--- src/rtl/sutp_pkg.sv ---
package sutp_pkg;

  localparam int VALUE_BITS  = 32;
  localparam int OFFSET_BITS = 16;

  localparam int CH_BITS    = 8;
  localparam int RADIX_BITS = 6;
  localparam int IN_DATA_W  = ((CH_BITS + RADIX_BITS + 7) / 8) * 8;
  localparam int OUT_DATA_W = ((VALUE_BITS + OFFSET_BITS + 7) / 8) * 8;
  localparam int OUT_USER_W = 2;

  localparam logic [RADIX_BITS-1:0] BASE_AUTO = 6'd0;
  localparam logic [RADIX_BITS-1:0] BASE_ONE  = 6'd1;
  localparam logic [RADIX_BITS-1:0] BASE_OCT  = 6'd8;
  localparam logic [RADIX_BITS-1:0] BASE_DEC  = 6'd10;
  localparam logic [RADIX_BITS-1:0] BASE_HEX  = 6'd16;
  localparam logic [RADIX_BITS-1:0] BASE_MAX  = 6'd36;

  localparam logic [CH_BITS-1:0] CH_ZERO  = 8'h30;
  localparam logic [CH_BITS-1:0] CH_PLUS  = 8'h2B;
  localparam logic [CH_BITS-1:0] CH_MINUS = 8'h2D;
  localparam logic [CH_BITS-1:0] CH_X_LO  = 8'h78;
  localparam logic [CH_BITS-1:0] CH_X_UP  = 8'h58;
  localparam logic [CH_BITS-1:0] UP_BIAS  = 8'h41 - 8'd10;
  localparam logic [CH_BITS-1:0] LO_BIAS  = 8'h61 - 8'd10;
  localparam logic [CH_BITS-1:0] NO_DIGIT = 8'hFF;

  typedef enum logic [2:0] {
    PH_IDLE,
    PH_SPACE,
    PH_SIGNED,
    PH_ZERO,
    PH_ZERO_X,
    PH_DIGITS
  } phase_t;

  typedef struct packed {
    logic [CH_BITS-1:0]    ch;
    logic                  first;
    logic [RADIX_BITS-1:0] radix;
  } in_item_t;

  typedef struct packed {
    phase_t                 phase;
    logic [VALUE_BITS-1:0]  acc;
    logic [RADIX_BITS-1:0]  base;
    logic                   neg;
    logic                   any_digit;
    logic                   ovf;
    logic [OFFSET_BITS-1:0] pos;
  } parse_state_t;

  typedef struct packed {
    logic [VALUE_BITS-1:0]  value;
    logic [OFFSET_BITS-1:0] end_offset;
    logic                   converted;
    logic                   overflowed;
  } result_t;

  function automatic logic is_blank(input logic [CH_BITS-1:0] c);
    return c inside {8'h20, 8'h09, 8'h0A, 8'h0D, 8'h0C, 8'h0B};
  endfunction

  function automatic logic is_hex(input logic [CH_BITS-1:0] c);
    return c inside {[8'h30:8'h39], [8'h41:8'h46], [8'h61:8'h66]};
  endfunction

  function automatic logic [CH_BITS-1:0] digit_value(input logic [CH_BITS-1:0] c);
    logic [CH_BITS-1:0] d;
    if (c inside {[8'h30:8'h39]}) begin
      d = c - CH_ZERO;
    end else if (c inside {[8'h41:8'h5A]}) begin
      d = c - UP_BIAS;
    end else if (c inside {[8'h61:8'h7A]}) begin
      d = c - LO_BIAS;
    end else begin
      d = NO_DIGIT;
    end
    return d;
  endfunction

endpackage

--- src/rtl/sutp_in_stage.sv ---
module sutp_in_stage (
  input  logic                              clk,
  input  logic                              rst_n,
  input  logic                              in_valid,
  output logic                              in_ready,
  input  sutp_pkg::in_item_t                in_item,
  output logic                              item_valid,
  output sutp_pkg::in_item_t                item,
  input  logic                              item_take
);
  import sutp_pkg::*;

  logic     valid_r;
  logic     valid_nxt;
  in_item_t item_r;

  // free when empty or when the held item is consumed this cycle
  assign in_ready = !valid_r || item_take;

  always_comb begin
    valid_nxt = valid_r;
    if (in_valid && in_ready) begin
      valid_nxt = 1'b1;
    end else if (item_take) begin
      valid_nxt = 1'b0;
    end
  end

  always_ff @(posedge clk) begin
    if (!rst_n) begin
      valid_r <= 1'b0;
    end else begin
      valid_r <= valid_nxt;
    end
  end

  always_ff @(posedge clk) begin
    if (in_valid && in_ready) begin
      item_r <= in_item;
    end
  end

  assign item_valid = valid_r;
  assign item       = item_r;

endmodule

--- src/rtl/sutp_parser.sv ---
module sutp_parser (
  input  logic                clk,
  input  logic                rst_n,
  input  logic                step,
  input  sutp_pkg::in_item_t  item,
  output logic                res_valid,
  output sutp_pkg::result_t   res
);
  import sutp_pkg::*;

  localparam int PROD_W = VALUE_BITS + RADIX_BITS;

  parse_state_t st_r;
  parse_state_t st_nxt;
  parse_state_t nx;

  logic [OFFSET_BITS-1:0] idx;
  logic [OFFSET_BITS:0]   pos_sum;
  logic [CH_BITS-1:0]     d;
  logic [PROD_W-1:0]      prod;
  logic                   active;
  logic                   lead;
  logic                   do_digit;
  logic                   do_emit;
  logic                   pos_hold;
  logic                   pos_two;

  always_comb begin
    nx        = st_r;
    active    = 1'b0;
    lead      = 1'b0;
    do_digit  = 1'b0;
    do_emit   = 1'b0;
    pos_hold  = 1'b0;
    pos_two   = 1'b0;
    d         = digit_value(item.ch);
    prod      = '0;
    pos_sum   = '0;
    res       = '0;
    res_valid = 1'b0;

    if (item.first) begin
      nx.phase     = PH_SPACE;
      nx.acc       = '0;
      nx.base      = item.radix;
      nx.neg       = 1'b0;
      nx.any_digit = 1'b0;
      nx.ovf       = 1'b0;
      nx.pos       = '0;
      if (item.radix == BASE_ONE || item.radix > BASE_MAX) begin
        do_emit = 1'b1;
      end else begin
        active = 1'b1;
      end
    end else if (st_r.phase != PH_IDLE) begin
      active = 1'b1;
    end
    idx = nx.pos;

    if (active) begin
      case (nx.phase)
        PH_SPACE: begin
          if (is_blank(item.ch)) begin
            // skip
          end else if (item.ch == CH_MINUS) begin
            nx.neg   = 1'b1;
            nx.phase = PH_SIGNED;
          end else if (item.ch == CH_PLUS) begin
            nx.phase = PH_SIGNED;
          end else begin
            lead = 1'b1;
          end
        end
        PH_SIGNED: begin
          lead = 1'b1;
        end
        PH_ZERO: begin
          if (item.ch == CH_X_LO || item.ch == CH_X_UP) begin
            nx.phase = PH_ZERO_X;
            pos_hold = 1'b1;
          end else begin
            if (nx.base == BASE_AUTO) begin
              nx.base = BASE_OCT;
            end
            nx.any_digit = 1'b1;
            do_digit     = 1'b1;
          end
        end
        PH_ZERO_X: begin
          nx.any_digit = 1'b1;
          if (is_hex(item.ch)) begin
            nx.base  = BASE_HEX;
            do_digit = 1'b1;
            pos_two  = 1'b1;
          end else begin
            if (nx.base == BASE_AUTO) begin
              nx.base = BASE_OCT;
            end
            do_emit = 1'b1;
          end
        end
        PH_DIGITS: begin
          do_digit = 1'b1;
        end
        default: begin
        end
      endcase

      if (lead) begin
        if (item.ch == CH_ZERO && (nx.base == BASE_AUTO || nx.base == BASE_HEX)) begin
          nx.phase = PH_ZERO;
        end else begin
          if (nx.base == BASE_AUTO) begin
            nx.base = BASE_DEC;
          end
          do_digit = 1'b1;
        end
      end

      if (do_digit) begin
        if (nx.base == BASE_AUTO || d >= {2'b00, nx.base}) begin
          do_emit = 1'b1;
        end else begin
          prod = ({{RADIX_BITS{1'b0}}, nx.acc} * {{VALUE_BITS{1'b0}}, nx.base})
               + {{(PROD_W - CH_BITS){1'b0}}, d};
          if (!nx.ovf) begin
            if (|prod[PROD_W-1:VALUE_BITS]) begin
              nx.ovf = 1'b1;
            end else begin
              nx.acc = prod[VALUE_BITS-1:0];
            end
          end
          nx.any_digit = 1'b1;
          nx.phase     = PH_DIGITS;
        end
      end
    end

    if (do_emit) begin
      res_valid = 1'b1;
      if (nx.ovf) begin
        res.value = '1;
      end else if (nx.neg) begin
        res.value = '0 - nx.acc;
      end else begin
        res.value = nx.acc;
      end
      res.end_offset = nx.any_digit ? idx : '0;
      res.converted  = nx.any_digit;
      res.overflowed = nx.ovf;
      nx.phase       = PH_IDLE;
    end else if (active && !pos_hold) begin
      pos_sum = {1'b0, idx} + (pos_two ? (OFFSET_BITS+1)'(2) : (OFFSET_BITS+1)'(1));
      nx.pos  = pos_sum[OFFSET_BITS] ? '1 : pos_sum[OFFSET_BITS-1:0];
    end

    st_nxt = step ? nx : st_r;
  end

  always_ff @(posedge clk) begin
    if (!rst_n) begin
      st_r <= '{phase: PH_IDLE, acc: '0, base: '0, neg: 1'b0,
                any_digit: 1'b0, ovf: 1'b0, pos: '0};
    end else begin
      st_r <= st_nxt;
    end
  end

endmodule

--- src/rtl/sutp_out_stage.sv ---
module sutp_out_stage (
  input  logic               clk,
  input  logic               rst_n,
  input  logic               load,
  input  sutp_pkg::result_t  res,
  output logic               can_load,
  output logic               out_valid,
  input  logic               out_ready,
  output sutp_pkg::result_t  out_res
);
  import sutp_pkg::*;

  logic    valid_r;
  logic    valid_nxt;
  result_t res_r;

  assign can_load = !valid_r || out_ready;

  always_comb begin
    valid_nxt = valid_r;
    if (load && can_load) begin
      valid_nxt = 1'b1;
    end else if (out_ready) begin
      valid_nxt = 1'b0;
    end
  end

  always_ff @(posedge clk) begin
    if (!rst_n) begin
      valid_r <= 1'b0;
    end else begin
      valid_r <= valid_nxt;
    end
  end

  always_ff @(posedge clk) begin
    if (load && can_load) begin
      res_r <= res;
    end
  end

  assign out_valid = valid_r;
  assign out_res   = res_r;

endmodule

--- src/rtl/saturating_unsigned_text_parser.sv ---
// Streaming strtoul-style parser: one character per transaction, the base
// (0 = detect, 2..36) given with the character flagged first. Leading
// whitespace and one sign are taken, a 0x/0X prefix is honored only when a
// hex digit follows, and the first non-digit (NUL included) yields one
// result: value (all ones on overflow, else two's-complement negated on
// '-'), end offset, converted and overflowed flags. An invalid base gives an
// empty result on the first character. Throughput is one character per
// clock while no result is held back by out_tready; out_tvalid rises once
// the ending character has gone through the input register and then the
// result register. The per-character step, a 32x6 multiply-add with
// carry-out check on the accumulator, sits between those two registers.
// While a result waits in the output register the parser stalls; input
// flow resumes the cycle out_tready rises.
module saturating_unsigned_text_parser (
  input  logic                                clk,
  input  logic                                rst_n,
  // input channel
  input  logic                                in_tvalid,
  output logic                                in_tready,
  input  logic [sutp_pkg::IN_DATA_W-1:0]      in_tdata,  // ch[7:0], radix[13:8], zero pad
  input  logic                                in_tuser,  // first
  // result channel
  output logic                                out_tvalid,
  input  logic                                out_tready,
  output logic [sutp_pkg::OUT_DATA_W-1:0]     out_tdata, // value, end_offset
  output logic [sutp_pkg::OUT_USER_W-1:0]     out_tuser  // converted, overflowed
);
  import sutp_pkg::*;

  in_item_t in_item;
  in_item_t item;
  logic     item_valid;
  logic     step;
  logic     can_load;
  logic     res_valid;
  result_t  res;
  result_t  out_res;

  assign in_item.ch    = in_tdata[CH_BITS-1:0];
  assign in_item.radix = in_tdata[CH_BITS+RADIX_BITS-1:CH_BITS];
  assign in_item.first = in_tuser;

  // a held character is processed whenever the result register can take
  // whatever it may produce
  assign step = item_valid && can_load;

  sutp_in_stage u_in (
    .clk        (clk),
    .rst_n      (rst_n),
    .in_valid   (in_tvalid),
    .in_ready   (in_tready),
    .in_item    (in_item),
    .item_valid (item_valid),
    .item       (item),
    .item_take  (step)
  );

  sutp_parser u_parser (
    .clk       (clk),
    .rst_n     (rst_n),
    .step      (step),
    .item      (item),
    .res_valid (res_valid),
    .res       (res)
  );

  sutp_out_stage u_out (
    .clk       (clk),
    .rst_n     (rst_n),
    .load      (step && res_valid),
    .res       (res),
    .can_load  (can_load),
    .out_valid (out_tvalid),
    .out_ready (out_tready),
    .out_res   (out_res)
  );

  // value in the low bits, offset above it
  assign out_tdata = OUT_DATA_W'({out_res.end_offset, out_res.value});
  assign out_tuser = {out_res.overflowed, out_res.converted};

endmodule

--- config.mk ---
export PLATFORM = sky130hd
export DESIGN_NAME = saturating_unsigned_text_parser
export DESIGN_NICKNAME = d
export VERILOG_FILES = /design/src/rtl/sutp_pkg.sv /design/src/rtl/sutp_in_stage.sv /design/src/rtl/sutp_parser.sv /design/src/rtl/sutp_out_stage.sv /design/src/rtl/saturating_unsigned_text_parser.sv
export SDC_FILE = /design/constraint.sdc
export NUM_CORES = 1
export LEC_CHECK = 0
export BUFFER_PORTS_ARGS = -buffer_cell sky130_fd_sc_hd__buf_4
export CAP_MARGIN = 0
export CELL_PAD_IN_SITES_DETAIL_PLACEMENT = 1
export CELL_PAD_IN_SITES_GLOBAL_PLACEMENT = 2
export CORE_MARGIN = 8
export CORE_UTILIZATION = 35
export DETAILED_ROUTE_END_ITERATION = 12
export PLACE_DENSITY = 0.82
export SYNTH_ARGS = -nofsm -noshare
export SYNTH_HDL_FRONTEND = slang
export SYNTH_SLANG_ARGS = --single-unit
export TNS_END_PERCENT = 20
--- constraint.sdc ---
create_clock -name clk -period 9.45 [get_ports clk]
set_input_delay 0.945 -clock clk [delete_from_list [all_inputs] [get_ports clk]]
set_output_delay 0.945 -clock clk [all_outputs]
set_load 0.03 [all_outputs]
After elaboration in Yosys (flattened, before gate mapping)
Cells that the tools add are included.
{"block": "classes", "n_mul": 1, "n_addsub": 6, "muxes": 72, "magnitude_cmp": 10, "n_reduce_logical": 30, "n_eq_ne": 18}
{"operator": "$mux 32", "count": 4}
{"operator": "$mux 35", "count": 2}
{"operator": "$mux 60", "count": 1}
{"operator": "$mux 16", "count": 3}
{"operator": "$mux 6", "count": 8}
{"operator": "$mux 44", "count": 1}
{"operator": "$eq 8x4->1 const B", "count": 5}
{"operator": "$add 38x8->38", "count": 1}
{"operator": "$mul 32x6->38", "count": 1}
{"operator": "$mux 1", "count": 35}
{"operator": "$eq 8x6->1 const B", "count": 4}
{"operator": "$le 8x7->1 const B", "count": 4}
{"operator": "$sub 1x32->32 const A", "count": 1}
{"operator": "$mux 8", "count": 3}
{"operator": "$mux 3", "count": 7}
{"operator": "$logic_not 6->1", "count": 3}
{"operator": "$add 16x17->17", "count": 1}
{"operator": "$eq 8x7->1 const B", "count": 2}
{"operator": "$ge 8x7->1 const B", "count": 2}
{"operator": "$sub 8x6->8 const B", "count": 2}
{"operator": "$pmux 6 s2", "count": 1}
{"operator": "$logic_and 1x1->1", "count": 11}
{"operator": "$ge 8x6->1", "count": 1}
{"operator": "$ge 8x6->1 const B", "count": 1}
{"operator": "19 further kinds", "count": 33}
{"block": "word_totals", "wordCells": 153, "out_inout_bits": 52, "ff_bits": 127, "inputBits": 21}

Depth between registers and ports, before layout
Gate-level depths: netlist of the first run.
{"block": "depth", "word_depth": 23, "ltp_mapped": 41, "ltp_nobuf": 37}

Modules after synthesis
Synthesis of the first run repeated with hierarchy kept, for this count alone.
{"block": "hier_totals", "cells_unflattened": 1654, "hier_area_um2": 14094.8}
{"module": "sutp_parser", "instances": 1, "seq_area_each_um2": 1201.2, "area_per_inst_um2": 12015.3, "cells_each": 1577}
{"module": "sutp_out_stage", "instances": 1, "seq_area_each_um2": 1521.5, "area_per_inst_um2": 1559.0, "cells_each": 55}
{"module": "sutp_in_stage", "instances": 1, "seq_area_each_um2": 470.5, "area_per_inst_um2": 508.0, "cells_each": 20}
{"module": "saturating_unsigned_text_parser", "instances": 1, "seq_area_each_um2": 0.0, "area_per_inst_um2": 12.5, "cells_each": 2}

Worst setup path after synthesis of the first run
OpenSTA, ideal clock, no wires.
{"block": "synth_timing", "path_type": "register to register", "start": "register u_in.item_r (netlist bit u_in.item[8])", "end": "register u_out.res_r (netlist bit u_out.out_res[42]) (data pin)", "setup_slack_ps": -951, "setup_time_ps": 270, "stages_incl_launch_ff": 39, "required_time_ps": 9180, "synth_period_minus_slack_ps": 10401, "arrival_time_ps": 10131, "path_buffers": 4, "path_cell_list": "edfxtp_1 inv_1 ha_1 or4b_4 a41oi_1 a21oi_1 o31ai_4 inv_1 a211oi_1 clkbuf_1 nor2_1 fa_1 fa_1 fa_1 inv_1 fa_1 inv_1 ha_1 [3 not listed] a21oi_1 o21a_1 mux2_2 or4_1 and4b_1 buf_4 buf_2 buf_1 nor2_1 a21oi_1 ha_1 nand4b_1 or4_1 mux2i_1 and3_1 a41oi_1 xnor2_1 a21oi_1"}
{"block": "synth_via", "elab_chain_len": 23, "word_cells_on_any_way": 82, "classes_between": "add/sub: 5; mul: 1; order compare: 9; eq/ne: 12; mux: 41; reduce/logical: 14"}
{"element": "start: declaration", "line": "sutp_in_stage.sv:15", "rtl": "in_item_t item_r;"}
{"element": "start signal: assignment", "line": "sutp_in_stage.sv:39", "rtl": "item_r <= in_item;"}
{"element": "$ge 8x6->1, or another cell as far along", "line": "sutp_pkg.sv:65, sutp_pkg.sv:70"}
{"element": "$logic_and 1x1->1 (on tied branches)", "line": "sutp_pkg.sv:65, sutp_pkg.sv:70"}
{"element": "$reduce_bool 3->1", "line": "sutp_pkg.sv:65", "rtl": "return c inside {[8'h30:8'h39], [8'h41:8'h46], [8'h61:8'h66]};"}
{"element": "$mux 6", "line": "sutp_parser.sv:91", "rtl": "if (is_hex(item.ch)) begin"}
{"element": "$pmux 6 s2", "line": "sutp_parser.sv:61", "rtl": "case (nx.phase)"}
{"element": "$mux 6", "line": "sutp_parser.sv:60", "rtl": "if (active) begin"}
{"element": "$eq 6x5->1 / $logic_not 6->1 (equally long branches)", "line": "sutp_parser.sv:110, sutp_parser.sv:113"}
{"element": "$logic_or 1x1->1", "line": "sutp_parser.sv:110", "rtl": "if (item.ch == CH_ZERO && (nx.base == BASE_AUTO || nx.base == BASE_HEX)) begin"}
{"element": "[7 not listed]"}
{"element": "$mux 32", "line": "sutp_parser.sv:127", "rtl": "if (|prod[PROD_W-1:VALUE_BITS]) begin"}
{"element": "$mux 32", "line": "sutp_parser.sv:126", "rtl": "if (!nx.ovf) begin"}
{"element": "$mux 35", "line": "sutp_parser.sv:121", "rtl": "if (nx.base == BASE_AUTO || d >= {2'b00, nx.base}) begin"}
{"element": "$mux 35", "line": "sutp_parser.sv:120", "rtl": "if (do_digit) begin"}
{"element": "$mux 44", "line": "sutp_parser.sv:60"}
{"element": "$sub 1x32->32", "line": "sutp_parser.sv:144", "rtl": "res.value = '0 - nx.acc;"}
{"element": "$mux 32", "line": "sutp_parser.sv:143", "rtl": "end else if (nx.neg) begin"}
{"element": "$mux 32", "line": "sutp_parser.sv:141", "rtl": "if (nx.ovf) begin"}
{"element": "end signal: assignment", "line": "sutp_out_stage.sv:38", "rtl": "res_r <= res;"}
{"element": "end: declaration", "line": "sutp_out_stage.sv:15", "rtl": "result_t res_r;"}
Parallel ways exist; a longest one is shown, timed or not. The select of a mux whose other input is x is not followed.
A chain may end at the register's enable or synchronous reset.

Worst setup path in the final report of the first run
{"block": "layout_timing", "start": "register u_in.item_r (netlist bit u_in.item[7])", "end": "register u_out.res_r (netlist bit u_out.out_res[42]) (data pin)"}
The elaborated chain is that of the path after synthesis.

==> reports/metrics.cfg, run 1 <==
[cts]
clk_path_buf_depth=2
htree_levels=4
clock_sinks=127
cts_tree=built
cts_buffers=17
clkLatencyLatePin_ns=0.44
ctsHoldBuffers=0
root_buffer=clkbuf_16
cts.clk_slew.worst_paths_ns=0.06

[yosys]
ys.warnings.count=0
synth_commonest_cells=nor2_1 (330), a21oi_1 (135), fa_1 (127)
ys_seq_elements=127
ys_types=88
async_flop_share_pct=0
avgSynthCellArea_um2=8.37
netlist_instances=1687
synth.area.top_cells=fa_1 (18%), edfxtp_1 (14%), dfxtp_1 (8.8%), ha_1 (8.8%), nor2_1 (8.8%)
seq_area_frac_synth_pct=22.6
synth_edf_count=65
syn-cell-area_um2=14100
syn_nets=1934
ys.flop_type=edfxtp_1
yosysTopAreaCell=fa_1
synth_top_area_share_pct=18.0
yosys.cell_count.top_type=nor2_1

[worst_setup_path]
critPathLaunch=u_in.item[7]
critPathArrivalTime_ns=9.61
cp_slowest_cell=fa_1
timing.rr.start=u_in.item[7]
path_buf_inv=5
crit_required_ns=9.62
cp_common_cell=fa_1
cp.depth=36
crit_end=u_out.out_res[42]
critPathMaxStageDelay_ns=0.55
r2r_cells=36
reg2reg_to=u_out.out_res[42]
timing.setup.critical_path_class=register to register
startpoint_type=register
end_kind=register
r2r_setup_slack_ns=0.01
cp_max_fo=6
crit_family=simple AND/OR/NAND/NOR gates

[run_status]
run_status=complete, no violations

[sta]
fmax_mhz=106
tightest_slew_ns=1.29
fin_ws_ns=0.0127
slew_viol_final=0
whs_ns=0.466
finalCritPeriodShare_pct=99.9
fin_skew_ns=0.00886
hold_violations=0
relSlewSlack_pct=13.0
setup_viol_count_final=0
fin_crit_ns=9.44
rsz0062_at_grt=yes

[placement]
io_buffers=70
dp_hpwl_um=39300
post-place-cells=2382
place_area_um2=16500
pre_cts_ws_ns=-0.226
place.gp.congestion=0.901

[die]
initial_core_util_pct=35.5
io_pins=73
die_x_um=217
core_um2=39700
die_h_um=217
die_area_um2=47000
rows=73

[finish]
final_cells=2447
drive_above_1_share_pct=24.7
fin_area_um2=18200
post-route-util_pct=45.8
insertedDiodeCount=0
nets=2156
syn_to_final_growth_pct=29.1
fillCellCount=4674

[global_route]
grt_pass1_wl_um=79900
grt_pass1_vias=14200
grt_overflow=0
grt_use_total_pct=21.2
grt_max_degree=60
antenna_found_initial=0

[route]
drtAntennaViolNets=0
drc=0
drt-total-wl_um=51200
dr.pass1.iters=5
viasPerCell=5.58
vias=13660
drt-initial-drc-count=1054
routedWlPerCell_um=20.9

[power]
leakage_uw=0.00778
powerDensity_nw_per_um2=105
vdd_drop_max_mv=0.0732

[min_path]
hold_class=register to register

[job]
cap_viol_max_count=0

[flip-flops by register name (all words and copies together) (netlist names)]
| name | count |
|---|---|
| u_out.out_res | 50 |
| u_in.item | 15 |
| u_out.out_valid | 1 |
| u_parser.st_r | 60 |
| u_in.item_valid | 1 |
[logic make-up (layout without fill, tap and decap cells)]
kind of cell	Yosys count	in the layout	synth area share, %
adders and majority gates	226	226	26.8
xor gates and xnor gates	53	53	3.29
buffers and inverters	182	417	5.00
muxes	17	17	1.31
AOI/OAI and AO/OA	379	379	17.5
DFF	127	127	22.6
and+or+nand+nor	703	703	23.5
[report_power, final]
part | switching (uW) | internal (uW) | leakage, uW
registers | 19.9 | 605 | 0.00109
clock network | 259 | 475 | 0.000306
logic | 327 | 222 | 0.00638
[area by class of cell]
type,count,area (um2),area share (%)
flip-flops and latches,127,3190,17.5
well taps,525,657,3.61
clock buffers,22,454,2.49
repair buffers,286,2280,12.5
inverters,99,377,2.07
multi-input cells,1378,11100,60.8
clock inverters,10,184,1.01
[worst reg2reg max path, delay by kind of cell, from the launching register on]
kind / cells / cell delay (ns)
mux: 2 / 0.58
compound gates: 11 / 1.81
xor+xnor: 1 / 0.20
fa+ha+maj: 7 / 2.66
simple gates: 10 / 2.77
buf+inv: 5 / 0.60
flops: 1 / 0.53
[layer usage]
metal / track usage (%) / vias up / wire [um]
met1: 29.5 / 6860 / 23100
met5: 0 / - / 0
met4: 6.24 / 0 / 1190
met3: 3.65 / 75 / 3110
li1: - / 6351 / -
met2: 33.6 / 374 / 23800
[placed cells by master, fill, tap and decap left out, types with 8 or more instances in the layout]
cell and n:
ha_1 64, nor3_1 37, or3_1 14, or2_2 11, nand2_1 114, a31oi_1 20, o21ai_1 8, xnor2_1 30
buf_4 269, a21oi_1 123, nor2_2 11, and2_1 21, nor4_1 10, a22oi_1 10, nand2b_1 15, and3_1 13
a21oi_2 9, a211oi_1 30, xor2_1 23, nand4_1 24, nor2b_1 17, nor2_1 316, o21ai_0 53, ha_4 29
a21o_1 8, buf_6 9, clkbuf_16 17, nand3_1 39, inv_1 89, o21a_1 16, edfxtp_1 65, o21bai_1 8
fa_1 121, dfxtp_1 62
[stage by stage]
stage	total power, uW	setup TNS [ns]
final	1910	0
after CTS	1870	0
after floorplan	925	0
after global routing	1990	-1.82
after detailed placement	1130	-1.33
after global placement	1120	-0.304
[timing repair]
| action | in CTS | in global routing |
|---|---|---|
| endpoints found under the setup margin | 14 | 22 |
| pin swaps | 2 | 99 |
| gates resized for setup | 18 | 125 |
| setup buffers | 2 | 29 |
| gates cloned | 1 | 1 |
| endpoints found under the hold margin | 0 | 0 |
[how the worst min path moves through the flow]
stage                 startpoint                 to  slack, ns  depth (start not counted)
2_1_floorplan   u_parser.st_r[0]   u_parser.st_r[0]       0.44                          2
3_3_place_gp   u_parser.st_r[17]  u_parser.st_r[17]       0.45                          2
3_5_place_dp   u_parser.st_r[17]  u_parser.st_r[17]       0.46                          2
4_1_cts        u_parser.st_r[17]  u_parser.st_r[17]       0.47                          2
5_1_grt        u_parser.st_r[17]  u_parser.st_r[17]       0.49                          2
6_report       u_parser.st_r[17]  u_parser.st_r[17]       0.47                          2
No activity file was read; power rests on OpenSTA's default activity.
==> inputs of run 2 (changes only) <==
- CORE_UTILIZATION: 35 -> 23
- PLACE_DENSITY: 0.82 -> 0.59
==> reports/metrics.cfg, run 2 (synthesis gave the netlist of run 1 again) <==
[route]
vias=13433
routedWlPerCell_um=19.8
dr.pass1.iters=5
drt-initial-drc-count=550
drtAntennaViolNets=0
drt-total-wl_um=54400
viasPerCell=4.88
drc=0

[sta]
relSlewSlack_pct=18.2
fin_skew_ns=0.0158
finalSetupTns_ns=0
finalCritPeriodShare_pct=97.7
fin_crit_ns=9.23
hold_violations=0
setup_viol_count_final=0
whs_ns=0.462
tightest_slew_ns=1.21
fmax_mhz=108
slew_viol_final=0
rsz0062_at_grt=yes

[finish]
syn_to_final_growth_pct=32.6
layout_common_cells=buf_4 (312), nor2_1 (304), fa_1 (125), a21oi_1 (117), nand2_1 (115)
largest_reg_flops=60
insertedDiodeCount=0
fillCellCount=7137
regMostFlops=u_parser.st_r
nets=2198
fin_area_um2=18700
drive_above_1_share_pct=26.4
final_common_cell=buf_4

[global_route]
grt_pass1_wl_um=86900
grt_pass1_vias=14714
antenna_found_initial=0
grt_max_degree=60
grt_use_total_pct=15.7
grt_overflow=0

[die]
io_pins=73
core_um2=61100
die_x_um=264
die_area_um2=69500
initial_core_util_pct=23.1
rows=91
die_h_um=264

[cts]
clkLatencyLatePin_ns=0.45
clk_path_buf_depth=2
cts.clk_slew.worst_paths_ns=0.07
htree_levels=4
root_buffer=clkbuf_16
clock_sinks=127
cts_tree=built
cts_buffers=17

[placement]
dp_hpwl_um=43800
io_buffers=70
place.gp.congestion=0.853
place_area_um2=17300

[power]
powerDensity_nw_per_um2=100
power_uw=1880
leakage_uw=0.00804
vdd_drop_max_mv=0.0910

[worst_setup_path]
critPathMaxStageDelay_ns=0.57
reg2reg_to=u_out.out_res[42]
startpoint_type=register
timing.rr.start=u_in.item[7]
cp_max_fo=15
cp_slowest_cell=or4b_4
end_kind=register
critPathArrivalTime_ns=9.41
r2r_cells=36
r2r_setup_slack_ns=0.22
crit_required_ns=9.63
timing.setup.critical_path_class=register to register

[min_path]
hold_class=register to register
min_path_cells=2
min_to=u_parser.st_r[17]
min-delay-start=u_parser.st_r[17]

[job]
cap_viol_max_count=0

[run_status]
run_status=complete, no violations

run 2: cell count changes in the layout (fill, tap and decap cells not counted), sizes merged:
| cell | before | now |
|---|---|---|
| buf | 284 | 328 |
| bufinv | 5 | 0 |
| inv | 99 | 104 |
| clkbuf | 23 | 20 |
| clkinv | 4 | 6 |
| bufbuf | 1 | 0 |
run 2: area by class of cell:
class / count / area [um2] / share of cell area, %
Timing Repair Buffer: 328 / 2620 / 14.0
Clock buffer: 20 / 500 / 2.67
Inverter: 99 / 375 / 2.01
Multi-Input combinational cell: 1378 / 10900 / 58.4
Clock inverter: 12 / 111 / 0.595
Tap cell: 790 / 988 / 5.28
Sequential cell: 127 / 3190 / 17.1
run 2: critical path, delay by kind of cell, from the launching register on:
kind	cells	cell delay, ns
mux	2	0.56
xor+xnor	1	0.17
simple gates	9	2.67
flops	1	0.43
fa+ha+maj	7	2.50
compound gates	11	1.73
buf+inv	6	0.89
run 2: per-layer routing:
metal  share of wire (%)  GRT usage [%]  vias up
li1                    -              -     6433
met5                   0              0        -
met1                  48           21.2     6803
met4                 1.6           3.63        0
met2                  49           26.7      146
met3                 2.2           1.56       51
run 2: worst max path at each step:
stage	start	to	slack, ns	cells past startpoint
4_1_cts	u_in.item[8]	u_out.out_res[42]	0.004	36
3_3_place_gp	u_in.item[7]	u_out.out_res[42]	-0.15	36
6_report	u_in.item[7]	u_out.out_res[42]	0.22	36
3_5_place_dp	u_in.item[7]	u_out.out_res[42]	-0.20	36
5_1_grt	u_in.item[7]	u_out.out_res[42]	-0.21	37
2_1_floorplan	u_in.item[8]	u_out.out_res[42]	0.005	38
run 2: what timing repair did:
item | 4_1_cts | 5_1_grt
pin swaps | 4 | 77
hold buffers | 0 | 0
resized for setup | 10 | 117
setup endpoints to repair | 10 | 22
setup buffers | 4 | 23
run 2: where the power goes:
part	internal, uW	switching [uW]	total, uW
clock network	393	303	696
registers	605	18.6	623
logic	231	331	561
run 2: per-stage QoR:
stage	setup slack, ns	util [%]	std cells
6_report	0.217	30.6	2754
5_1_grt	-0.212	30.6	2754
4_1_cts	0.00404	29.4	2732
3_5_place_dp	-0.200	28.3	2696
3_3_place_gp	-0.151	28.3	2696
2_1_floorplan	0.00477	-	1687
==> inputs of run 3 (changes only) <==
- CORE_ASPECT_RATIO: unset -> 1.5
==> reports/metrics.cfg, run 3 (synthesis gave the netlist of run 1 again) <==
[sta]
hold_violations=0
finalCritPeriodShare_pct=102
tightest_slew_ns=1.25
fmax_mhz=104
fin_crit_ns=9.64
setup_viol_count_final=8
fin_ws_ns=-0.185
relSlewSlack_pct=15.6
fin_skew_ns=0.0193
rsz0062_at_grt=yes
slew_viol_final=0

[die]
core_um2=61000
die_h_um=319
io_pins=73
rows=111
die_area_um2=69700
initial_core_util_pct=23.1
die_x_um=218

[finish]
regArea_um2=3190
fin_area_um2=19500
final_common_cell=buf_4
insertedDiodeCount=0
largest_reg_flops=60
drive_above_1_share_pct=29.7
post-route-util_pct=32.0
syn_to_final_growth_pct=38.2
nets=2263
regMostFlops=u_parser.st_r
multiInputGateArea_um2=11200
fillCellCount=7141
layout_common_cells=buf_4 (370), nor2_1 (309), fa_1 (122), a21oi_1 (115), nand2_1 (113)

[placement]
place.gp.congestion=0.844
io_buffers=70
dp_hpwl_um=45200
place_area_um2=17700

[route]
drt-initial-drc-count=557
routedWlPerCell_um=20.4
drc=0
dr.pass1.iters=4
drt-total-wl_um=57500
viasPerCell=4.90
vias=13826
drtAntennaViolNets=0

[global_route]
grt_pass1_wl_um=89800
grt_pass1_vias=15399
grt_max_degree=60
grt_use_total_pct=16.5
grt_overflow=0
antenna_found_initial=0

[cts]
root_buffer=clkbuf_16
clock_sinks=127
cts_buffers=17
cts.clk_slew.worst_paths_ns=0.07
clk_path_buf_depth=2
htree_levels=4
cts_tree=built
clkLatencyLatePin_ns=0.46

[worst_setup_path]
crit_required_ns=9.64
end_kind=register
critPathLaunch=u_in.item[7]
startpoint_type=register
cp_max_fo=5
timing.rr.start=u_in.item[7]
critPathMaxStageDelay_ns=0.60
timing.setup.critical_path_class=register to register
cp_common_cell=buf_4
cp_slowest_cell=fa_2
critPathArrivalTime_ns=9.83

[run_status]
run_status=complete, but fails checks
violations=negative setup slack

[power]
leakage_uw=0.00836
vdd_drop_max_mv=0.135
powerDensity_nw_per_um2=98.2

[job]
cap_viol_max_count=0

[min_path]
hold_class=register to register
min-delay-start=u_parser.st_r[17]

run 3: changes by cell type in the layout (fill, tap and decap cells not counted), moves of 4 or more:
cell	previous run	this run
ha_4	14	25
nor2_1	304	309
buf_4	312	370
nor2_2	21	15
inv_8	4	0
ha_1	81	70
nor3_1	37	33
buf_6	4	8
run 3: power breakdown:
| group | internal, uW | switching, uW | total, uW |
|---|---|---|---|
| Clock | 398 | 295 | 694 |
| Sequential | 605 | 18.6 | 624 |
| Combinational | 255 | 342 | 597 |
| Total | 1260 | 656 | 1910 |
run 3: final timing paths:
path,slack (ns),cells past startpoint,to
setup reg to reg,-0.19,38,u_out.out_res[36]
hold / removal,0.46,2,u_parser.st_r[17]
hold reg to reg,0.46,2,u_parser.st_r[17]
setup / recovery,-0.19,38,u_out.out_res[36]
run 3: critical path, delay by kind of cell (launching register included):
kind | cells | cell delay, ns
XOR/XNOR | 1 | 0.19
AO/OA/AOI/OAI | 10 | 1.81
multiplexers | 2 | 0.60
AND/OR/NAND/NOR | 8 | 2.38
flip-flops | 1 | 0.46
adder cells (fa/ha/maj) | 7 | 2.52
buffers and inverters | 10 | 1.40
run 3: final cells by class:
cell class                 instances  share of cell area (%)
multi-input combinational       1378                    57.4
sequential                       127                    16.4
timing repair buffer             393                    16.2
tap                              791                    5.08
clock buffer                      21                    2.31
inverter                          99                    1.93
clock inverter                    11                   0.661
run 3: timing repair:
item / in CTS / in global routing
endpoints found under the setup margin: 28 / 21
buffers inserted: 25 / 12
hold buffers: 0 / 0
pin swaps: 51 / 49
resized for setup: 103 / 66
gates cloned: 1 / 0
run 3: metrics by stage:
step | cells | total power [uW] | worst slack, ns | setup TNS (ns) | hold WS [ns]
3_3_place_gp | 2750 | 1170 | -0.867 | -11.15 | 0.449
6_report | 2820 | 1910 | -0.185 | -0.622 | 0.462
4_1_cts | 2808 | 1920 | -0.0970 | -0.294 | 0.467
3_5_place_dp | 2750 | 1180 | -0.967 | -14.50 | 0.457
2_1_floorplan | 1687 | 925 | 0.00477 | 0 | 0.436
5_1_grt | 2820 | 2000 | -0.452 | -3.66 | 0.510
run 3: per-layer routing:
layer	global-route usage, %	vias to the layer above	wire (um)
li1	-	6570	-
met3	1.54	84	1080
met4	6.94	0	2160
met5	0	-	0
met1	18.1	6975	22600
met2	31.7	197	31600
